===== config.mk =====
export PLATFORM = sky130hd
export DESIGN_NAME = p3e_front
export DESIGN_NICKNAME = d
export VERILOG_FILES = /design/src/rtl/core/poly3_evaluator_macros.svh /design/src/rtl/core/p3e_pkg.sv /design/src/rtl/core/p3e_front.sv
export SDC_FILE = /design/constraint.sdc
export NUM_CORES = 1
export LEC_CHECK = 0
export BUFFER_PORTS_ARGS = -buffer_cell sky130_fd_sc_hd__buf_2
export CORE_ASPECT_RATIO = 0.9
export CORE_UTILIZATION = 32
export DETAILED_ROUTE_END_ITERATION = 7
export PLACE_DENSITY = 0.51
export SLEW_MARGIN = 10
export SYNTH_ARGS = -nofsm -noshare
export SYNTH_HDL_FRONTEND = slang
export SYNTH_SLANG_ARGS = --single-unit

===== constraint.sdc =====
create_clock -name i_clk -period 34.2 [get_ports i_clk]
set_input_delay 6.84 -clock i_clk [delete_from_list [all_inputs] [get_ports i_clk]]
set_output_delay 6.84 -clock i_clk [all_outputs]
set_load 0.005 [all_outputs]

===== src/rtl/core/poly3_evaluator_macros.svh =====
// Assertion macros for the poly3_evaluator blocks.
// Used by p3e_back; no other dependencies.
`ifndef POLY3_EVALUATOR_MACROS_SVH
`define POLY3_EVALUATOR_MACROS_SVH
`ifndef SYNTHESIS
// same-cycle implication
`define P3E_ASSERT_NOW(label, clk, rst_n, ante, cons) \
    label: assert property (@(posedge clk) disable iff (!rst_n) (ante) |-> (cons)) \
        else $error("assertion failed");
// next-cycle implication
`define P3E_ASSERT_NEXT(label, clk, rst_n, ante, cons) \
    label: assert property (@(posedge clk) disable iff (!rst_n) (ante) |=> (cons)) \
        else $error("assertion failed");
`else
`define P3E_ASSERT_NOW(label, clk, rst_n, ante, cons)
`define P3E_ASSERT_NEXT(label, clk, rst_n, ante, cons)
`endif
`endif


===== src/rtl/core/p3e_pkg.sv =====
// Shared types and codes for the poly3_evaluator.
// No dependencies.
`default_nettype none
package p3e_pkg;
    localparam logic [1:0] OP_WRITE  = 2'd0;
    localparam logic [1:0] OP_EVAL   = 2'd1;
    localparam logic [1:0] OP_CLEAR  = 2'd2;
    localparam logic [1:0] OP_UNUSED = 2'd3;

    localparam logic [1:0] CFG_DEG_X = 2'd0;
    localparam logic [1:0] CFG_DEG_Y = 2'd1;
    localparam logic [1:0] CFG_DEG_Z = 2'd2;

    localparam logic signed [47:0] P48_MAX = 48'sh7FFF_FFFF_FFFF;
    localparam logic signed [47:0] P48_MIN = 48'sh8000_0000_0000;

    typedef struct packed {
        logic [1:0]         operation;
        logic [2:0]         exp_x;
        logic [2:0]         exp_y;
        logic [2:0]         exp_z;
        logic signed [31:0] coef_value;
        logic signed [31:0] point_x;
        logic signed [31:0] point_y;
        logic signed [31:0] point_z;
    } t_in_item;

    typedef struct packed {
        logic signed [63:0] poly_value;
        logic               overflow;
    } t_out_item;

    typedef enum logic [1:0] {
        K_WRITE,
        K_CLEAR,
        K_EVAL
    } t_cmd_kind;

    // request as queued between front and back
    typedef struct packed {
        t_cmd_kind          kind;
        logic [2:0]         exp_x;
        logic [2:0]         exp_y;
        logic [2:0]         exp_z;
        logic signed [31:0] coef_value;
        logic signed [31:0] point_x;
        logic signed [31:0] point_y;
        logic signed [31:0] point_z;
    } t_cmd;

    typedef struct packed {
        logic [2:0] deg_x;
        logic [2:0] deg_y;
        logic [2:0] deg_z;
    } t_deg;
endpackage
`default_nettype wire


===== src/rtl/core/p3e_front.sv =====
// Front end: degree registers, request classification and a two-entry queue.
// Uses p3e_pkg.
`default_nettype none
module p3e_front #(
    parameter int MAX_DEGREE = 7
) (
    input  wire logic              i_clk,
    input  wire logic              i_rst_n,
    input  wire logic              i_start,
    input  wire p3e_pkg::t_in_item i_item,
    input  wire logic              i_init,
    output logic                   o_busy,
    input  wire logic              i_cfg_we,
    input  wire logic [1:0]        i_cfg_idx,
    input  wire logic [2:0]        i_cfg_data,
    output p3e_pkg::t_deg          o_deg,
    output p3e_pkg::t_cmd          o_cmd,
    output logic                   o_cmd_valid,
    input  wire logic              i_cmd_pop
);
    import p3e_pkg::*;

    t_deg       r_deg;
    t_cmd       r_q [2];
    logic       r_wp, r_rp;
    logic [1:0] r_cnt;

    logic       w_acc, w_keep, w_range_ok, w_push;
    t_cmd       w_cmd;

    // classify the incoming request
    always_comb begin
        w_acc      = i_start && !o_busy;
        w_range_ok = !(int'(i_item.exp_x) > int'(r_deg.deg_x) || int'(i_item.exp_x) > MAX_DEGREE ||
                       int'(i_item.exp_y) > int'(r_deg.deg_y) || int'(i_item.exp_y) > MAX_DEGREE ||
                       int'(i_item.exp_z) > int'(r_deg.deg_z) || int'(i_item.exp_z) > MAX_DEGREE);
        w_cmd.exp_x      = i_item.exp_x;
        w_cmd.exp_y      = i_item.exp_y;
        w_cmd.exp_z      = i_item.exp_z;
        w_cmd.coef_value = i_item.coef_value;
        w_cmd.point_x    = i_item.point_x;
        w_cmd.point_y    = i_item.point_y;
        w_cmd.point_z    = i_item.point_z;
        case (i_item.operation)
            OP_WRITE: begin
                w_cmd.kind = K_WRITE;
                w_keep     = w_range_ok;
            end
            OP_EVAL: begin
                w_cmd.kind = K_EVAL;
                w_keep     = 1'b1;
            end
            OP_CLEAR: begin
                w_cmd.kind = K_CLEAR;
                w_keep     = 1'b1;
            end
            default: begin
                w_cmd.kind = K_CLEAR;
                w_keep     = 1'b0;
            end
        endcase
        w_push = w_acc && w_keep;
    end

    // queue storage
    always_ff @(posedge i_clk) begin
        if (w_push) begin
            r_q[r_wp] <= w_cmd;
        end
    end

    // queue pointers and degree registers
    always_ff @(posedge i_clk) begin
        if (!i_rst_n) begin
            r_wp  <= 1'b0;
            r_rp  <= 1'b0;
            r_cnt <= 2'd0;
            r_deg <= '0;
        end else begin
            if (w_push) r_wp <= !r_wp;
            if (i_cmd_pop) r_rp <= !r_rp;
            r_cnt <= r_cnt + {1'b0, w_push} - {1'b0, i_cmd_pop};
            if (i_cfg_we) begin
                case (i_cfg_idx)
                    CFG_DEG_X: r_deg.deg_x <= i_cfg_data;
                    CFG_DEG_Y: r_deg.deg_y <= i_cfg_data;
                    CFG_DEG_Z: r_deg.deg_z <= i_cfg_data;
                    default: ;
                endcase
            end
        end
    end

    assign o_busy      = (r_cnt == 2'd2) || i_init;
    assign o_cmd       = r_q[r_rp];
    assign o_cmd_valid = (r_cnt != 2'd0);
    assign o_deg       = r_deg;
endmodule
`default_nettype wire


==> reports/qor.txt <==
Status: complete, no violations
VDD IR max: 0.00003273 V
Endpoints failing hold: 0
Core Box Area: 33340 um2
First DRT Iteration DRCs: 143
Fmax: 70.91 MHz
Clk pin slew, worst setup/hold paths: 0.06 ns
Clk_skew: 0.01686 ns
Non-filler instance count after layout: 1343
Vias: 5886
Detailed placer's ending HPWL: 14230 um
Overall die width: 197.0 um
Net Sw Power: 0.0001785 W
Kind of critical path: in -> out
Yosys top cell area share: 76.26%
Power per cell area: 59.25 nW/um2
Slew headroom: 30.28%
Crit end category: primary output
Critical Path Fanout Max: 2
Drt first pass iters: 4
Vias per inst: 4.383
Post-synthesis sequential element count: 292
CTS Sinks: 292
Vias in the first global route: 5960
Clock buffer depth: 3
Sequential share of power: 48.9%
Setup crit start kind: primary input
Average cell area after synthesis: 20.42 um2
RSZ-0062 raised after global routing: no
Commonest cells after routing, fill and taps aside: 299 x buf_2, 278 x edfxtp_1, 139 x mux2_2, 36 x clkbuf_16
I/O Pins: 300
Final worst hold slack: 0.5470 ns
Max Slew Vio Count: 0
Comb pwr share: 8.4%
Grt ovf: 0
Setup Fix Bufs, Post-CTS: 0
Worst slew pin tran: 1.046 ns
Drt drc: 0
Arr. time, crit path: 7.26 ns
Ratio of cells with drive above 1 in the final layout: 56.48%
First-pass GRT wire length: 33100 um
Count of antenna-violating nets left after detailed routing: 0
Die area: 34950 um2
Pre-CTS setup slack: 20.10 ns
Hold Path Class: reg -> reg
Area Growth Syn to Fin: 29.12%
Clock network fraction of total power: 42.7%
DR WL/cell: 16.79 um
Post-synthesis cell type count: 33
Yosys top cell by area: edfxtp_1
Post-cts sizing count: 0
Largest net degree at the start of global routing: 140
CTS Buf Count: 35
# port buffers: 299
Setup violators final: 0
Max-Cap Viols: 0
CTS root buf: clkbuf_16
Synthesized area: 10950 um2
Syn Nets: 701
Std-Cell Rows: 63
Post-Place Cells: 1278
Die height: 177.5 um
Top area cells in the synthesized netlist: edfxtp_1 76%, mux2_2 14%, dfxtp_1 2.6%
Post-CTS Hold Fix Bufs: 0
Final setup margin: 20.10 ns
Number of synthesis warnings: 0
Antenna violations before repair: 5
Drt total wl: 22550 um
Sw frac: 21.31%
Routability congestion estimate: 0.7044
Setup_tns: 0 ns
Synthesized instance count: 536
Internal: 0.0006590 W
Clk_lat worst skew: 0.52 ns
Leakage: 5.235 nW
Post-synthesis sequential area ratio: 78.82%
Nets: 1025
CTS tree: done
Leading cell type in the layout, fill and taps excluded: buf_2
Final period util: 41.23%
Htree depth: 2
Worst path required time: 27.36 ns
Fin crit period: 14.10 ns
Initial core utilization: 32.83%
Aggregate global-route resource usage: 12.47%
==> per-layer routing <==
layer  track usage (%)  share of wire, %  vias to the layer above
li1                  -                 -                     2757
met1             15.63                44                     2870
met2             19.21                44                      208
met3             5.454               9.5                       45
met4             4.199               2.0                        6
met5                 0              0.16                        -
==> power by group through the flow <==
stage / Combinational (W) / Clock, W / Sequential, W
after floorplan: 0.0000372 / 0 / 0.000420
after global placement: 0.0000717 / 0 / 0.000417
after detailed placement: 0.0000718 / 0 / 0.000417
after CTS: 0.0000724 / 0.000371 / 0.000410
after global routing: 0.0000771 / 0.000385 / 0.000411
final: 0.0000703 / 0.000357 / 0.000410
==> cell families (layout without fill, tap and decap cells) <==
kind of cell             count (synthesis)  count (layout)  share of synthesized area [%]
XOR/XNOR                                 3               3                         0.2401
AO/OA/AOI/OAI                           14              14                          1.120
flip-flops                             292             292                          78.82
other                                    0               1                              0
buffers and inverters                   32             383                          1.257
adder cells (fa/ha/maj)                 15              15                          1.714
multiplexers                           146             146                          14.94
AND/OR/NAND/NOR                         34              34                          1.909
==> metrics by stage <==
| stage | area [um2] | power, W | utilization [%] |
|---|---|---|---|
| after floorplan | 10950 | 0.0004574 | - |
| after global placement | 13010 | 0.0004886 | 39.01 |
| final | 14130 | 0.0008374 | 42.39 |
| after global routing | 14130 | 0.0008725 | 42.38 |
| after CTS | 14130 | 0.0008534 | 42.38 |
| after detailed placement | 13010 | 0.0004891 | 39.01 |
==> final timing paths <==
| check | start | end | slack (ns) | cells past startpoint |
|---|---|---|---|---|
| max | i_init | o_busy | 20.10 | 3 |
| min | o_deg[6] | o_deg[6] | 0.55 | 2 |
| max reg2reg | o_deg[7] | r_q[0][48] | 31.36 | 7 |
| min reg2reg | o_deg[6] | o_deg[6] | 0.55 | 2 |
==> Yosys cell counts <==
library cell	n
edfxtp_1	278
mux2_2	139
ha_1	15
inv_1	15
buf_2	14
dfxtp_1	14
nor2b_1	10
mux2i_1	7
nor2_1	5
and2_1	4
a21oi_1	3
nand3_1	3
nand3b_1	3
o21ai_0	3
a211oi_1	2
clkbuf_1	2
nand2_1	2
xnor2_1	2
a2111oi_4	1
a21o_2	1
a311o_1	1
and3b_2	1
inv_2	1
nand4b_1	1
nor3_1	1
nor3b_1	1
nor3b_2	1
o21a_1	1
o221ai_2	1
o22a_1	1
or2_2	1
or2b_1	1
xor2_1	1
==> worst max-delay path, cell delays in order <==
cell,delay (ns)
buf_2,0.12
a21o_2,0.18
buf_2,0.12
==> registers in the layout (all words and copies together), names as in the netlist, named ones only <==
name	flops
o_deg	9
r_cnt	2
r_q	278
r_rp	1
r_wp	1
==> layout make-up <==
class / instances / area (um2)
flip-flops and latches: 292 / 8632
clock buffers: 45 / 934.6
diodes: 1 / 2.502
fillers: 3099 / 19210
well taps: 455 / 569.3
inverters: 16 / 60.06
clock inverters: 19 / 191.4
repair buffers: 303 / 1551
multi-input cells: 212 / 2193
Power figures use the tool's default switching activity.
